File: src/hdl/rbd_pkg.sv
`timescale 1ns / 1ps
// ----------------------------------------------------------------------------
// rbd_pkg
// shared types, codes and field widths of the ring buffer deque
// ----------------------------------------------------------------------------
package rbd_pkg;

    // default build sizes
    localparam int DEPTH_DEFAULT      = 16;
    localparam int DATA_WIDTH_DEFAULT = 32;

    // fixed field widths of the stream words
    localparam int OP_W     = 2;
    localparam int STATUS_W = 2;
    localparam int VALUE_W  = 32;
    localparam int COUNT_W  = 5;

    // request codes
    localparam logic [OP_W-1:0] OP_PUSH_BACK  = 2'd0;
    localparam logic [OP_W-1:0] OP_PUSH_FRONT = 2'd1;
    localparam logic [OP_W-1:0] OP_POP_FRONT  = 2'd2;
    localparam logic [OP_W-1:0] OP_PEEK_FRONT = 2'd3;

    // result status codes
    localparam logic [STATUS_W-1:0] ST_OK    = 2'd0;
    localparam logic [STATUS_W-1:0] ST_FULL  = 2'd1;
    localparam logic [STATUS_W-1:0] ST_EMPTY = 2'd2;

    // controller states
    typedef enum logic
    {
        S_IDLE,
        S_READ
    } state_t;

    // controller to datapath
    typedef struct packed
    {
        logic take;       // request word accepted this cycle
        logic load_read;  // ram read data is valid, load it into the result
    } rbd_cmd_t;

    // datapath to controller
    typedef struct packed
    {
        logic out_free;   // result register empty or being taken
        logic needs_read; // pending request is a pop or peek on a non-empty store
    } rbd_stat_t;

endpackage

File: src/hdl/ring_buffer_deque.sv
`timescale 1ns / 1ps
// ----------------------------------------------------------------------------
// ring_buffer_deque
// fixed-capacity double-ended queue in a circular slot ram
// ----------------------------------------------------------------------------
// each request word carries an op in s_tuser (push back, push front, pop
// front, peek front) and the value to push in s_tdata; each request gives
// exactly one result word with a status in m_tuser (ok, full, empty) and the
// front value (zero for pushes and on an empty store) and element count in
// m_tdata. one request is in flight at a time, so pushes sustain one word
// per cycle while results are taken; a pop or peek on a non-empty store
// holds off the next request until the registered slot ram read data is
// loaded into the result. a result waiting on m_tready holds off the next
// request, but the result register frees in the cycle it is taken, so a
// new request can be accepted in that same cycle. slots hold no reset value;
// only slots that hold a stored element are ever read. capacity is DEPTH
// elements, values are stored in their low DATA_WIDTH bits
module ring_buffer_deque #(
    parameter int DEPTH      = rbd_pkg::DEPTH_DEFAULT,
    parameter int DATA_WIDTH = rbd_pkg::DATA_WIDTH_DEFAULT
) (
    input  logic        clk,
    input  logic        rst_n,
    // request stream
    input  logic        s_tvalid,
    output logic        s_tready,
    input  logic [31:0] s_tdata,   // [31:0] data_in
    input  logic [1:0]  s_tuser,   // [1:0] op
    // result stream
    output logic        m_tvalid,
    input  logic        m_tready,
    output logic [39:0] m_tdata,   // [31:0] data_out, [36:32] count, [39:37] zero
    output logic [1:0]  m_tuser    // [1:0] status
);

    import rbd_pkg::*;

    rbd_cmd_t  cmd;
    rbd_stat_t stat;

    logic [STATUS_W-1:0] status;
    logic [VALUE_W-1:0]  data_out;
    logic [COUNT_W-1:0]  count;

    // sequencer that accepts, then waits in a read state for the ram on a non-empty pop or peek
    rbd_ctrl u_ctrl (
        .clk      (clk),
        .rst_n    (rst_n),
        .in_valid (s_tvalid),
        .in_ready (s_tready),
        .stat     (stat),
        .cmd      (cmd)
    );

    // pointers, count, slot ram and the result register
    rbd_datapath #(
        .DEPTH      (DEPTH),
        .DATA_WIDTH (DATA_WIDTH)
    ) u_datapath (
        .clk       (clk),
        .rst_n     (rst_n),
        .op        (s_tuser),
        .data_in   (s_tdata),
        .cmd       (cmd),
        .stat      (stat),
        .out_valid (m_tvalid),
        .out_ready (m_tready),
        .status    (status),
        .data_out  (data_out),
        .count     (count)
    );

    // result word packing, highest field first
    assign m_tdata = {3'b000, count, data_out};
    assign m_tuser = status;

endmodule

File: src/hdl/rbd_ram.sv
`timescale 1ns / 1ps
// ----------------------------------------------------------------------------
// rbd_ram
// generic single-write, single-read ram with registered read data
// ----------------------------------------------------------------------------
module rbd_ram #(
    parameter int WIDTH = 32,
    parameter int DEPTH = 16
) (
    input  logic                     clk,
    input  logic                     we,
    input  logic [$clog2(DEPTH)-1:0] waddr,
    input  logic [WIDTH-1:0]         wdata,
    input  logic                     re,
    input  logic [$clog2(DEPTH)-1:0] raddr,
    output logic [WIDTH-1:0]         rdata
);

    logic [WIDTH-1:0] mem [DEPTH];
    logic [WIDTH-1:0] rdata_reg;

    always_ff @(posedge clk)
    begin
        if (we)
        begin
            mem[waddr] <= wdata;
        end
        if (re)
        begin
            rdata_reg <= mem[raddr];
        end
    end

    assign rdata = rdata_reg;

endmodule

File: src/hdl/rbd_ctrl.sv
`timescale 1ns / 1ps
// ----------------------------------------------------------------------------
// rbd_ctrl
// request sequencer: accepts a word, waits out the ram read for a non-empty pop or peek
// ----------------------------------------------------------------------------
module rbd_ctrl (
    input  logic               clk,
    input  logic               rst_n,
    input  logic               in_valid,
    output logic               in_ready,
    input  rbd_pkg::rbd_stat_t stat,
    output rbd_pkg::rbd_cmd_t  cmd
);

    import rbd_pkg::*;

    state_t state_reg;
    state_t state_next;

    always_ff @(posedge clk or negedge rst_n)
    begin
        if (!rst_n)
        begin
            state_reg <= S_IDLE;
        end
        else
        begin
            state_reg <= state_next;
        end
    end

    // next state
    always_comb
    begin
        state_next = state_reg;
        unique case (state_reg)
            S_IDLE:
            begin
                if (in_valid && stat.out_free && stat.needs_read)
                begin
                    state_next = S_READ;
                end
            end
            S_READ:
            begin
                state_next = S_IDLE;
            end
            default:
            begin
                state_next = S_IDLE;
            end
        endcase
    end

    // outputs
    always_comb
    begin
        in_ready      = 1'b0;
        cmd.take      = 1'b0;
        cmd.load_read = 1'b0;
        unique case (state_reg)
            S_IDLE:
            begin
                in_ready = stat.out_free;
                cmd.take = in_valid && stat.out_free;
            end
            S_READ:
            begin
                cmd.load_read = 1'b1;
            end
            default:
            begin
                in_ready = 1'b0;
            end
        endcase
    end

endmodule

File: src/hdl/rbd_datapath.sv
`timescale 1ns / 1ps
// ----------------------------------------------------------------------------
// rbd_datapath
// head and tail pointers, fill count, slot ram and result register
// ----------------------------------------------------------------------------
module rbd_datapath #(
    parameter int DEPTH      = rbd_pkg::DEPTH_DEFAULT,
    parameter int DATA_WIDTH = rbd_pkg::DATA_WIDTH_DEFAULT
) (
    input  logic                           clk,
    input  logic                           rst_n,
    input  logic [rbd_pkg::OP_W-1:0]       op,
    input  logic [rbd_pkg::VALUE_W-1:0]    data_in,
    input  rbd_pkg::rbd_cmd_t              cmd,
    output rbd_pkg::rbd_stat_t             stat,
    output logic                           out_valid,
    input  logic                           out_ready,
    output logic [rbd_pkg::STATUS_W-1:0]   status,
    output logic [rbd_pkg::VALUE_W-1:0]    data_out,
    output logic [rbd_pkg::COUNT_W-1:0]    count
);

    import rbd_pkg::*;

    localparam int AW = (DEPTH > 1) ? $clog2(DEPTH) : 1;
    localparam int CW = $clog2(DEPTH + 1);
    localparam logic [AW-1:0] LAST_IDX = AW'(DEPTH - 1);
    localparam logic [CW-1:0] FULL_CNT = CW'(DEPTH);

    logic [AW-1:0] head_reg, head_next;
    logic [AW-1:0] tail_reg, tail_next;
    logic [CW-1:0] fill_reg, fill_next;

    logic                 out_valid_reg, out_valid_next;
    logic [STATUS_W-1:0]  status_reg, status_next;
    logic [VALUE_W-1:0]   data_reg, data_next;
    logic [COUNT_W-1:0]   count_reg, count_next;

    logic                  is_push;
    logic                  is_full;
    logic                  is_empty;
    logic                  ram_we;
    logic                  ram_re;
    logic [AW-1:0]         ram_waddr;
    logic [DATA_WIDTH-1:0] ram_wdata;
    logic [DATA_WIDTH-1:0] ram_rdata;

    logic [DATA_WIDTH+VALUE_W-1:0] win_ext;
    logic [DATA_WIDTH+VALUE_W-1:0] rout_ext;
    logic [CW+COUNT_W-1:0]         cnt_ext;

    function automatic logic [AW-1:0] idx_inc(input logic [AW-1:0] i);
        return (i == LAST_IDX) ? '0 : i + 1'b1;
    endfunction

    function automatic logic [AW-1:0] idx_dec(input logic [AW-1:0] i);
        return (i == '0) ? LAST_IDX : i - 1'b1;
    endfunction

    assign is_push  = (op == OP_PUSH_BACK) || (op == OP_PUSH_FRONT);
    assign is_full  = (fill_reg == FULL_CNT);
    assign is_empty = (fill_reg == '0);

    assign stat.out_free   = !out_valid_reg || out_ready;
    assign stat.needs_read = !is_push && !is_empty;

    assign win_ext   = {{DATA_WIDTH{1'b0}}, data_in};
    assign ram_wdata = win_ext[DATA_WIDTH-1:0];
    assign rout_ext  = {{VALUE_W{1'b0}}, ram_rdata};

    // pointer and count update, ram access
    always_comb
    begin
        head_next = head_reg;
        tail_next = tail_reg;
        fill_next = fill_reg;
        ram_we    = 1'b0;
        ram_re    = 1'b0;
        ram_waddr = tail_reg;
        if (cmd.take)
        begin
            unique case (op)
                OP_PUSH_BACK:
                begin
                    if (!is_full)
                    begin
                        ram_we    = 1'b1;
                        ram_waddr = tail_reg;
                        tail_next = idx_inc(tail_reg);
                        fill_next = fill_reg + 1'b1;
                    end
                end
                OP_PUSH_FRONT:
                begin
                    if (!is_full)
                    begin
                        ram_we    = 1'b1;
                        ram_waddr = idx_dec(head_reg);
                        head_next = idx_dec(head_reg);
                        fill_next = fill_reg + 1'b1;
                    end
                end
                OP_POP_FRONT:
                begin
                    if (!is_empty)
                    begin
                        ram_re    = 1'b1;
                        head_next = idx_inc(head_reg);
                        fill_next = fill_reg - 1'b1;
                    end
                end
                OP_PEEK_FRONT:
                begin
                    ram_re = !is_empty;
                end
                default:
                begin
                    ram_re = 1'b0;
                end
            endcase
        end
    end

    assign cnt_ext = {{COUNT_W{1'b0}}, fill_next};

    // result register
    always_comb
    begin
        out_valid_next = out_valid_reg && !out_ready;
        status_next    = status_reg;
        data_next      = data_reg;
        count_next     = count_reg;
        priority if (cmd.load_read)
        begin
            out_valid_next = 1'b1;
            status_next    = ST_OK;
            data_next      = rout_ext[VALUE_W-1:0];
            count_next     = cnt_ext[COUNT_W-1:0];
        end
        else if (cmd.take && !stat.needs_read)
        begin
            out_valid_next = 1'b1;
            status_next    = is_push ? (is_full ? ST_FULL : ST_OK) : ST_EMPTY;
            data_next      = '0;
            count_next     = cnt_ext[COUNT_W-1:0];
        end
    end

    always_ff @(posedge clk or negedge rst_n)
    begin
        if (!rst_n)
        begin
            head_reg      <= '0;
            tail_reg      <= '0;
            fill_reg      <= '0;
            out_valid_reg <= 1'b0;
        end
        else
        begin
            head_reg      <= head_next;
            tail_reg      <= tail_next;
            fill_reg      <= fill_next;
            out_valid_reg <= out_valid_next;
        end
    end

    always_ff @(posedge clk)
    begin
        status_reg <= status_next;
        data_reg   <= data_next;
        count_reg  <= count_next;
    end

    rbd_ram #(
        .WIDTH (DATA_WIDTH),
        .DEPTH (DEPTH)
    ) u_slots (
        .clk   (clk),
        .we    (ram_we),
        .waddr (ram_waddr),
        .wdata (ram_wdata),
        .re    (ram_re),
        .raddr (head_reg),
        .rdata (ram_rdata)
    );

    assign out_valid = out_valid_reg;
    assign status    = status_reg;
    assign data_out  = data_reg;
    assign count     = count_reg;

endmodule

File: config.mk
export PLATFORM = sky130hd
export DESIGN_NAME = ring_buffer_deque
export DESIGN_NICKNAME = d
export VERILOG_FILES = /design/src/hdl/rbd_pkg.sv /design/src/hdl/ring_buffer_deque.sv /design/src/hdl/rbd_ram.sv /design/src/hdl/rbd_ctrl.sv /design/src/hdl/rbd_datapath.sv
export SDC_FILE = /design/constraint.sdc
export NUM_CORES = 1
export LEC_CHECK = 0
export CAP_MARGIN = 20
export CORE_MARGIN = 8
export CORE_UTILIZATION = 55
export CTS_CLUSTER_DIAMETER = 60
export DETAILED_ROUTE_END_ITERATION = 10
export DONT_BUFFER_PORTS = 1
export PLACE_DENSITY = 0.7
export REMOVE_ABC_BUFFERS = 1
export SLEW_MARGIN = 5
export SYNTH_ARGS = -nofsm -noshare
export SYNTH_HDL_FRONTEND = slang
export SYNTH_HIERARCHICAL = 1
export SYNTH_SLANG_ARGS = --single-unit
File: constraint.sdc
create_clock -name clk -period 5.7 [get_ports clk]
set_clock_uncertainty 0.05 [all_clocks]
set_input_delay 0 -clock clk [delete_from_list [all_inputs] [get_ports clk]]
set_output_delay 0 -clock clk [all_outputs]
set_load 0.05 [all_outputs]
# Word-level counts from Yosys, hierarchy flattened
# Memory sizes are Yosys's and may differ from the RTL's. A register that Yosys moved wholly into a read port is not among the register bits.
# Cells that the tools add are included.
# Widths: inputs -> output; s select.
word_totals:
  register_bits: 54
  mem_bits_rw: 512
  input_bits: 38
  wordCells: 78
  mem_count: 1
memory_table:
  columns: ["name", "depth", "width", "read_ports", "rd_ports_with_merged_regs", "write_ports", "line", "rtl"]
  rows:
  - ["u_datapath.u_slots.mem", 16, 32, 1, 1, 1, "rbd_ram.sv:19", "logic [WIDTH-1:0] mem [DEPTH];"]
op_classes:
  addsub: 5
  eq_ne: 8
  muxes: 34
  bitwise: 2
  n_reduce_logical: 20
op_table:
  columns: ["cell", "count"]
  rows:
  - ["$mux 32", 2]
  - ["$mux 4", 8]
  - ["$mux 5", 5]
  - ["$mux 1", 14]
  - ["$pmux 5 s2", 1]
  - ["$add 4x1->4 const B", 2]
  - ["$eq 4x4->1 const B", 2]
  - ["$pmux 4 s2", 1]
  - ["$add 5x1->5 const B", 1]
  - ["$eq 5x5->1 const B", 1]
  - ["$logic_and 1x1->1", 5]
  - ["$logic_not 1->1", 5]
  - ["$logic_not 5->1", 1]
  - ["$sub 5x1->5 const B", 1]
  - ["$eq 2x2->1 const B", 2]
  - ["$logic_not 4->1", 1]
  - ["$ne 2x2->1 const B", 2]
  - ["$pmux 1 s2", 2]
  - ["$reduce_and 4->1", 1]
  - ["$reduce_bool 2->1", 2]
  - ["$sub 4x1->4 const B", 1]
  - ["$reduce_and 3->1", 1]
  - ["$eq 2x1->1 const B", 1]
  - ["$logic_not 2->1", 1]
  - ["4 further kinds", 6]

# Longest topological paths before layout
# Gate-level depths: netlist of the first run.
logic_depth:
  depth_word: 8
  mapped_depth: 10
  depth_no_buf: 8

# Hierarchy
# Netlist of the first run, hierarchy kept.
modules_own_cells:
  columns: ["module", "n_inst", "cells_per_inst", "area_per_inst_um2", "seq_area_each_um2"]
  rows:
  - ["rbd_ram", 1, 838, 20155.6, 16335.7]
  - ["rbd_datapath", 1, 210, 2549.9, 1501.4]
  - ["rbd_ctrl", 1, 5, 61.3, 25.0]
  - ["ring_buffer_deque", 1, 4, 26.3, 0.0]

# Least setup slack after synthesis of the first run
# OpenSTA, ideal clock, no wires.
synth_timing:
  path_kind: "register to register"
  startpoint: "reg u_datapath.fill_reg[0]"
  endpoint: "mem u_datapath.u_slots.mem[0][0], enable pin"
  setup_ns: 0.461
  t_arrival_ns: 4.291
  setup_slack_ns: 0.898
  path_stages_with_launch: 10
  path_buffers: 2
  path_cell_list: "dfrtp_1 > clkbuf_1 > inv_1 > ha_1 > nand4bb_1 > buf_2 > nand3_1 > mux2_2 > or3b_2 > nor3_1"
synth_via:
  elab_cells_between_ends: 9
  classes_between: "eq/ne (1); mux (8)"
synth_rtl:
  columns: ["element", "line", "rtl"]
  rows:
  - ["start: declaration", "rbd_datapath.sv:32", "logic [CW-1:0] fill_reg, fill_next;"]
  - ["start signal: assignment", "rbd_datapath.sv:162", "fill_reg <= fill_next;"]
  - ["$eq 5x5->1", "rbd_datapath.sv:61", "assign is_full = (fill_reg == FULL_CNT);"]
  - ["$mux 4", "rbd_datapath.sv:95", "if (!is_full)"]
  - ["$mux 4", null, null]
  - ["$mux 4", "rbd_datapath.sv:80", "if (cmd.take)"]
  - ["via u_datapath.ram_waddr[3]", "rbd_datapath.sv:44", "logic [AW-1:0] ram_waddr;"]
  - ["end: declaration", "rbd_ram.sv:19", null]
# The timed path passes the listed nets, and every way through them passes these cells.

==> results of run 1 <==
final cells by class:
cell class                      instances  area share [%]
Sequential cell                       598            69.1
Tap cell                              532            2.57
Clock inverter                         43            1.25
Clock buffer                           66            5.81
Antenna cell                            2          0.0193
Multi-Input combinational cell        394            18.4
Timing Repair Buffer                   66            2.75
Inverter                               10           0.145
final timing paths:
kind / from / to / slack (ns) / cells after the start
setup / recovery: u_datapath/out_valid / u_datapath/u_slots/mem[11][8] / 1.56 / 7
hold / removal: m_tready / u_datapath/out_valid / 0.14 / 3
max in group asynchronous: rst_n / u_datapath/head_reg[0] / 4.64 / 2
setup reg to reg: u_datapath/out_valid / u_datapath/u_slots/mem[11][8] / 1.56 / 7
hold reg to reg: u_datapath/u_slots/rdata[26] / u_datapath/data_out[26] / 0.48 / 1
min in group asynchronous: rst_n / u_datapath/out_valid / 0.41 / 2
cells in the mapped netlist (all sizes together), types with 4 or more instances:
cell / instances
buf: 34
nor3: 7
mux4: 128
and2: 34
nor2: 20
nand2b: 7
o21ai: 12
dfrtp: 15
edfxtp: 581
nand2: 44
nand3: 7
inv: 10
clkbuf: 23
a22oi: 65
ha: 10
a21oi: 7
mux2: 4
worst max-delay path, stage by stage (launching register included):
cell and delay [ns]:
dfrtp_1 0.56, nand2b_1 0.22, and3b_2 0.39, nand3_1 0.26
o21ai_0 0.77, nand2_1 0.46, nor2_4 0.66, buf_4 0.42
layer usage:
layer	global-route usage (%)	share of wire, %	up-vias
li1	-	-	4539
met1	26.9	42	5548
met2	31.2	50	374
met3	3.13	6.1	66
met4	5.15	1.8	0
met5	0	0	-
through the flow:
stage / utilization, % / setup WS, ns / total power, µW
floorplan: - / -3.78 / 7820
global placement: 57.5 / 1.67 / 8260
detailed placement: 57.7 / 1.56 / 8300
CTS: 63.2 / 1.52 / 12000
global route: 63.4 / 1.28 / 12400
finish: 63.4 / 1.56 / 11900
cell families (layout without fill, tap and decap cells):
family	count (synthesis)	in the layout	synth area share, %
mux	134	134	12.9
simple gates	137	137	3.16
flops	598	598	78.4
xor+xnor	4	4	0.154
other cells	1	5	0.0165
fa+ha+maj	10	10	0.549
buf+inv	67	185	1.43
compound gates	106	106	3.40
power groups by stage:
stage               sequential, µW  clock, µW  combinational [µW]
floorplan                     5980          0                1840
global placement              5800          0                2460
detailed placement            5810          0                2490
CTS                           5720       3700                2580
global route                  5740       3870                2820
finish                        5710       3630                2590
==> impl_metrics.py, run 1 <==
metrics = {
    "clock_network": {
        "numCtsBuffers": 59,
        "hold_buffers": 40,
        "cts_root_buf": "clkbuf_16",
        "cts_setup_buffers": 0,
        "ctsLongestPathBuffers": 3,
        "h-tree-depth": 2,
        "clkSinkCount": 598,
        "cts_tree": "built",
        "postCtsResizedCells": 0,
        "clkTransAtPathRegs_ns": 0.06,
        "clkLatencyLatePin_ns": 0.60,
    },
    "pwr": {
        "total_leakage_power_uw": 0.00823,
        "seqPwrFrac_pct": 47.9,
        "ir_drop_uv": 384,
        "sw_frac_of_total_pct": 29.4,
        "p_clk_share_pct": 30.4,
        "p_int_uw": 8420,
        "p_per_area_mw_per_mm2": 461,
        "p_switching_uw": 3510,
        "combPwrFrac_pct": 21.7,
    },
    "sta": {
        "fin_crit_ns": 4.14,
        "hold_viol": 0,
        "report.final.slew_viol_count": 0,
        "tightest_slew_ns": 1.09,
        "max_freq_mhz": 241,
        "setup_viol_count_final": 0,
        "whs_ns": 0.140,
        "maxSlewHeadroom_pct": 27.5,
        "finalSetupTns_ns": 0,
        "rsz0062_at_grt": "no",
        "finalCritPeriodShare_pct": 72.7,
    },
    "hold_path": {
        "hold_path_class": "in -> reg",
    },
    "synth": {
        "synth_edf_count": 581,
        "synthTopCellsByArea": "edfxtp_1 77%, mux4_2 13%, a22oi_1 2.1%, dfrtp_1 1.6%, and2_1 0.93%",
        "postSynthCellCount": 1057,
        "syn_area_mm2": 0.0228,
        "synth.largest_area_cell": "edfxtp_1",
        "synth_top_area_share_pct": 76.5,
        "async_flop_share_pct": 2.51,
        "synth_warnings": 6,
        "ys.flop_type": "edfxtp_1",
        "ys_seq_area_share_pct": 78.4,
        "yosysUniqueCellTypes": 53,
        "ys_seq_elements": 598,
        "synth.avg_cell_area_um2": 21.6,
    },
    "detailed_routing": {
        "dr.pass1.iters": 5,
        "postRouteAntennaNets": 0,
        "drc": 0,
        "detail_route.vias_per_cell": 6.15,
        "drtIter0Drc": 1272,
        "wl_per_cell_um": 26.4,
        "routed_wl_um": 45200,
        "vias": 10527,
    },
    "floorplan": {
        "ios": 82,
        "die_y_um": 220,
        "die_w_um": 220,
        "dieArea_mm2": 0.0482,
        "core_region_area_mm2": 0.0408,
        "rows": 74,
        "initial_utilization_pct": 55.8,
    },
    "global_route": {
        "grt_pass1_vias": 10929,
        "antenna_found_initial": 2,
        "grt_max_degree": 66,
        "track_usage_pct": 19.1,
        "overflow": 0,
        "grt_pass1_wl_um": 68600,
    },
    "placement": {
        "gp_congestion": 0.757,
        "dp_cells": 1556,
        "place_area_mm2": 0.0236,
        "post-dp-hpwl_um": 25100,
        "numPortBuffers": 0,
    },
    "finish": {
        "largest_reg_flops": 512,
        "stdcell_area_mm2": 0.0259,
        "fin_nets": 1177,
        "register_area_mm2": 0.0179,
        "final_common_cell": "edfxtp_1",
        "drive_gt1_share_pct": 23.8,
        "multiInputGateArea_mm2": 0.00476,
        "synthToLayoutAreaGrowth_pct": 13.5,
        "fillers": 2681,
        "final_cell_mix": "581 x edfxtp_1, 128 x mux4_2, 65 x a22oi_1",
        "layout.cells.non_filler": 1711,
    },
    "flow_run": {
        "drv_cap": 0,
    },
    "critical_path": {
        "startpoint_type": "register",
        "end_kind": "register",
        "cp.arrival_ns": 4.36,
        "cp_max_fo": 17,
        "crit_type": "reg -> reg",
        "crit_required_ns": 5.92,
    },
    "run_status": {
        "status": "complete, no violations",
    },
}
(Power assumes the default switching activity.)
==> run 2, diff against run 1 <==
- PLACE_DENSITY: 0.7 -> 0.73
- clock period: 5.7 -> 3.8 ns (I/O delays scaled with it)
==> impl_metrics.py, run 2 (synthesis results as in run 1) <==
metrics = {
    "clock_network": {
        "cts_setup_buffers": 0,
        "h-tree-depth": 2,
        "clkSinkCount": 598,
        "numCtsBuffers": 59,
        "cts_tree": "built",
        "clkLatencyLatePin_ns": 0.62,
        "ctsLongestPathBuffers": 3,
        "hold_buffers": 41,
        "clkTransAtPathRegs_ns": 0.06,
        "cts_root_buf": "clkbuf_16",
        "postCtsResizedCells": 0,
    },
    "critical_path": {
        "cp_max_fo": 12,
        "r2r_slack_ns": 0.44,
        "worstReg2RegStart": "u_datapath/out_valid",
        "crit_required_ns": 4.07,
        "cp.arrival_ns": 3.63,
        "crit_type": "reg -> reg",
        "startpoint_type": "register",
        "reg2reg_to": "u_datapath/u_slots/mem[11][16]",
        "crit_start": "u_datapath/out_valid",
        "end_kind": "register",
        "reg2regPathDepth": 7,
    },
    "global_route": {
        "grt_pass1_vias": 11235,
        "grt_pass1_wl_um": 72400,
        "overflow": 0,
        "antenna_found_initial": 2,
        "grt_max_degree": 77,
        "track_usage_pct": 20.3,
    },
    "finish": {
        "fin_util_pct": 64.0,
        "synthToLayoutAreaGrowth_pct": 14.7,
        "drive_gt1_share_pct": 24.9,
        "antenna_cells": 0,
        "fin_nets": 1197,
        "final_common_cell": "edfxtp_1",
        "largest_reg_flops": 512,
        "fillers": 2596,
        "layout.cells.non_filler": 1730,
        "final_cell_mix": "581 x edfxtp_1, 128 x mux4_2, 65 x a22oi_1",
    },
    "floorplan": {
        "ios": 82,
        "core_region_area_mm2": 0.0408,
        "die_y_um": 220,
        "rows": 74,
        "dieArea_mm2": 0.0482,
        "die_w_um": 220,
        "initial_utilization_pct": 55.8,
    },
    "pwr": {
        "p_per_area_mw_per_mm2": 702,
        "ir_drop_uv": 616,
        "total_leakage_power_uw": 0.00839,
    },
    "detailed_routing": {
        "drc": 0,
        "wl_per_cell_um": 27.8,
        "routed_wl_um": 48100,
        "vias": 10892,
        "postRouteAntennaNets": 0,
        "detail_route.vias_per_cell": 6.30,
        "dr.pass1.iters": 6,
        "drtIter0Drc": 1425,
    },
    "placement": {
        "dp_cells": 1579,
        "gp_congestion": 0.786,
        "numPortBuffers": 0,
        "post-dp-hpwl_um": 25800,
    },
    "sta": {
        "fin_crit_ns": 3.36,
        "setup_viol_count_final": 0,
        "report.final.slew_viol_count": 0,
        "finalCritPeriodShare_pct": 88.4,
        "maxSlewHeadroom_pct": 24.0,
        "rsz0062_at_grt": "no",
        "hold_viol": 0,
        "max_freq_mhz": 298,
        "tightest_slew_ns": 1.14,
    },
    "hold_path": {
        "holdPathEnd": "u_datapath/head_reg[3]",
        "worstHoldStart": "s_tuser[1]",
        "hold_path_class": "in -> reg",
        "whs_path_depth": 3,
    },
    "flow_run": {
        "drv_cap": 0,
    },
    "run_status": {
        "status": "complete, no violations",
    },
}
## run 2: cell count changes in the layout (fill, tap and decap cells not counted), sizes merged, moves of 2 or more
cell	before	now
buf	26	45
diode	2	0
clkinv	33	26
clkbuf	66	68
bufinv	3	8
inv	11	13
## run 2: report_power, final
part | switching, µW | leakage, µW | internal [µW]
registers | 698 | 0.00546 | 7820
logic | 2200 | 0.00197 | 1750
clock network | 2440 | 0.000955 | 3440
total | 5340 | 0.00839 | 13000
## run 2: stage by stage
step / TNS, ns / setup WS, ns / area [µm²] / hold slack, ns / total power, µW
CTS: 0 / 0.459 / 26100 / 0.0414 / 18500
detailed placement: 0 / 0.488 / 23800 / -0.344 / 12500
finish: 0 / 0.441 / 26100 / 0.0922 / 18400
floorplan: -2530.39 / -5.68 / 22500 / -0.346 / 11500
global route: 0 / 0.245 / 26100 / 0.0976 / 19100
global placement: 0 / 0.548 / 23800 / -0.344 / 12400
## run 2: routing by layer
layer	track usage (%)	part of all wire, %
met1	28.8	41
met3	4.54	8.5
met5	0	0.064
met2	32.3	49
met4	4.71	1.8
## run 2: worst max path at each step
stage | end | slack [ns] | depth (start not counted)
final | u_datapath/u_slots/mem[11][16] | 0.44 | 7
after global routing | u_datapath/u_slots/mem[11][16] | 0.25 | 8
after CTS | u_datapath/u_slots/mem[11][16] | 0.46 | 7
after detailed placement | u_datapath/u_slots/mem[11][16] | 0.49 | 7
after global placement | u_datapath/u_slots/mem[11][11] | 0.55 | 7
after floorplan | u_datapath/u_slots/mem[0][0] | -5.68 | 6
## run 2: area by class of cell
class	instances	area [µm²]	share of cell area, %
timing repair buffer	86	836	3.20
tap	532	666	2.55
inverter	10	37.5	0.144
clock inverter	42	450	1.72
clock buffer	68	1530	5.86
sequential	598	17900	68.3
multi-input combinational	394	4760	18.2
## run 2: worst max-delay path, cell delays in order, from the launching register on
cell      delay (ns)
dfrtp_1         0.56
nand2b_1        0.22
and3b_2         0.21
nand3_1         0.22
o21ai_0         0.55
nand2_1         0.40
nor2_4          0.57
buf_4           0.28
==> run 3, diff against run 2 <==
- SYNTH_HIERARCHICAL: 1 -> not set
==> impl_metrics.py, run 3 <==
metrics = {
    "run_status": {
        "status": "complete, no violations",
    },
    "global_route": {
        "track_usage_pct": 19.4,
        "antenna_found_initial": 2,
        "grt_pass1_vias": 10997,
        "grt_max_degree": 131,
        "overflow": 0,
        "grt_pass1_wl_um": 68800,
    },
    "synth": {
        "postSynthCellCount": 1067,
        "synth_warnings": 0,
        "synth.most_common_cell": "edfxtp_1",
        "synth_edf_count": 581,
        "synth.avg_cell_area_um2": 21.5,
        "syn_area_mm2": 0.0230,
        "ys_seq_area_share_pct": 77.8,
        "synthTopCellsByArea": "edfxtp_1 76%, mux4_2 13%, a22oi_1 2.0%, dfrtp_1 1.6%, and2_1 0.98%",
        "yosysUniqueCellTypes": 66,
        "async_flop_share_pct": 2.51,
        "ys_seq_elements": 598,
        "ys.flop_type": "edfxtp_1",
        "synth.largest_area_cell": "edfxtp_1",
        "synth_common_cells": "581 x edfxtp_1, 128 x mux4_2, 62 x a22oi_1",
        "synth_top_area_share_pct": 75.9,
    },
    "pwr": {
        "total_leakage_power_uw": 0.00826,
        "p_int_uw": 12700,
        "p_per_area_mw_per_mm2": 699,
        "p_clk_share_pct": 29.3,
        "power_uw": 18100,
        "sw_frac_of_total_pct": 29.6,
        "ir_drop_uv": 473,
        "seqPwrFrac_pct": 47.5,
        "p_switching_uw": 5340,
        "combPwrFrac_pct": 23.2,
    },
    "detailed_routing": {
        "vias": 10701,
        "wl_per_cell_um": 26.6,
        "detail_route.vias_per_cell": 6.20,
        "dr.pass1.iters": 5,
        "drc": 0,
        "drtIter0Drc": 1077,
        "routed_wl_um": 46000,
        "postRouteAntennaNets": 0,
    },
    "clock_network": {
        "h-tree-depth": 2,
        "clkTransAtPathRegs_ns": 0.06,
        "clkLatencyLatePin_ns": 0.60,
        "clkSinkCount": 598,
        "hold_buffers": 41,
        "cts_root_buf": "clkbuf_16",
        "ctsLongestPathBuffers": 3,
        "postCtsResizedCells": 0,
        "cts_setup_buffers": 0,
        "cts_tree": "built",
        "numCtsBuffers": 56,
    },
    "placement": {
        "numPortBuffers": 0,
        "place_area_mm2": 0.0237,
        "post-dp-hpwl_um": 23700,
        "gp_congestion": 0.796,
        "dpl_worst_slack_ns": 0.807,
    },
    "critical_path": {
        "cp_max_fo": 32,
        "reg2regPathDepth": 7,
        "startpoint_type": "register",
        "cp.arrival_ns": 3.24,
        "crit_required_ns": 3.98,
        "end_kind": "register",
        "worstReg2RegStart": "u_datapath.fill_reg[0]",
        "r2r_slack_ns": 0.74,
        "reg2reg_to": "u_datapath.u_slots.mem[4][10]",
        "crit_type": "reg -> reg",
    },
    "finish": {
        "largest_reg_flops": 512,
        "fin_nets": 1188,
        "final_cell_mix": "581 x edfxtp_1, 128 x mux4_2, 62 x a22oi_1",
        "synthToLayoutAreaGrowth_pct": 12.5,
        "final_common_cell": "edfxtp_1",
        "drive_gt1_share_pct": 23.1,
        "stdcell_area_mm2": 0.0258,
        "fin_util_pct": 62.2,
    },
    "sta": {
        "rsz0062_at_grt": "no",
        "setup_ws_ns": 0.743,
        "max_freq_mhz": 327,
        "fin_crit_ns": 3.06,
        "setup_viol_count_final": 0,
        "report.final.slew_viol_count": 0,
        "hold_viol": 0,
        "tightest_slew_ns": 1.01,
        "finalCritPeriodShare_pct": 80.4,
        "maxSlewHeadroom_pct": 32.7,
    },
    "floorplan": {
        "initial_utilization_pct": 55.3,
        "ios": 82,
        "core_region_area_mm2": 0.0416,
        "rows": 75,
        "dieArea_mm2": 0.0486,
        "die_y_um": 220,
        "die_w_um": 220,
    },
    "flow_run": {
        "drv_cap": 0,
    },
    "hold_path": {
        "whs_path_depth": 3,
        "holdPathEnd": "u_datapath.head_reg[1]",
        "worstHoldStart": "s_tuser[1]",
        "hold_path_class": "in -> reg",
    },
}
==> run 3: cell count changes in the layout (fill, tap and decap cells not counted), sizes merged, moves of 3 or more <==
cell / change
bufinv: -4
a32oi: +4
nand3b: -3
o21ai: -4
nor2: -9
nor3: +16
clkinvlp: -3
nand3: -4
nand2: -4
a22oi: -3
buf: -16
mux2i: +4
==> run 3: per-stage QoR <==
stage / std cells / hold WS, ns / TNS [ns]
global placement: 1581 / -0.345 / 0
finish: 1725 / 0.0837 / 0
floorplan: 1013 / -0.346 / -2631.58
detailed placement: 1581 / -0.345 / 0
CTS: 1724 / 0.0408 / 0
global route: 1724 / 0.0777 / 0
==> run 3: logic make-up after synthesis <==
group                      count (synthesis)  synth area share (%)
AOI/OAI and AO/OA                        109                  3.62
xor gates and xnor gates                   4                 0.153
adders and majority gates                  9                 0.490
buffers and inverters                     69                  1.55
DFF                                      598                  77.8
muxes                                    136                  13.0
other                                      1                0.0163
and+or+nand+nor                          141                  3.40
==> run 3: routing by layer <==
| metal | up-vias | wire length [µm] | part of all wire, % | track usage (%) |
|---|---|---|---|---|
| li1 | 4603 | - | - | - |
| met1 | 5615 | 19000 | 41 | 26.3 |
| met2 | 401 | 22800 | 50 | 32.1 |
| met3 | 80 | 3080 | 6.7 | 3.38 |
| met4 | 2 | 1030 | 2.2 | 5.91 |
| met5 | - | 13 | 0.028 | 0 |
==> run 3: how the worst max path moves through the flow <==
stage                           start                       endpoint  cells after the start
2_1_floorplan  u_datapath.head_reg[0]   u_datapath.u_slots.mem[0][0]                      4
4_1_cts        u_datapath.head_reg[1]  u_datapath.u_slots.mem[4][18]                      6
3_3_place_gp   u_datapath.head_reg[1]  u_datapath.u_slots.mem[4][26]                      6
3_5_place_dp   u_datapath.head_reg[1]   u_datapath.u_slots.mem[4][7]                      6
5_1_grt        u_datapath.fill_reg[0]   u_datapath.u_slots.mem[4][0]                      7
6_report       u_datapath.fill_reg[0]  u_datapath.u_slots.mem[4][10]                      7
==> run 3: area by class of cell <==
| class | instances | area [µm²] |
|---|---|---|
| clock inverters | 36 | 294 |
| clock buffers | 66 | 1440 |
| diodes | 1 | 2.50 |
| inverters | 13 | 48.8 |
| fillers | 2740 | 15700 |
| repair buffers | 70 | 653 |
| flip-flops and latches | 598 | 17900 |
| multi-input cells | 402 | 4870 |
| well taps | 539 | 674 |
==> run 3: worst max-delay path, cell delays in order (launching register included) <==
cell and delay (ns):
dfrtp_1 0.50, inv_1 0.10, ha_1 0.29, and4bb_1 0.28
nor3_2 0.36, nand2_2 0.26, nor3_2 0.25, buf_4 0.58
==> run 3: power groups by stage <==
stage	clock network [µW]	logic, µW	registers (µW)
after detailed placement	0	4090	8720
after CTS	5390	4240	8580
after floorplan	0	2800	9010
after global placement	0	4040	8700
final	5300	4180	8580
after global routing	5640	4530	8630
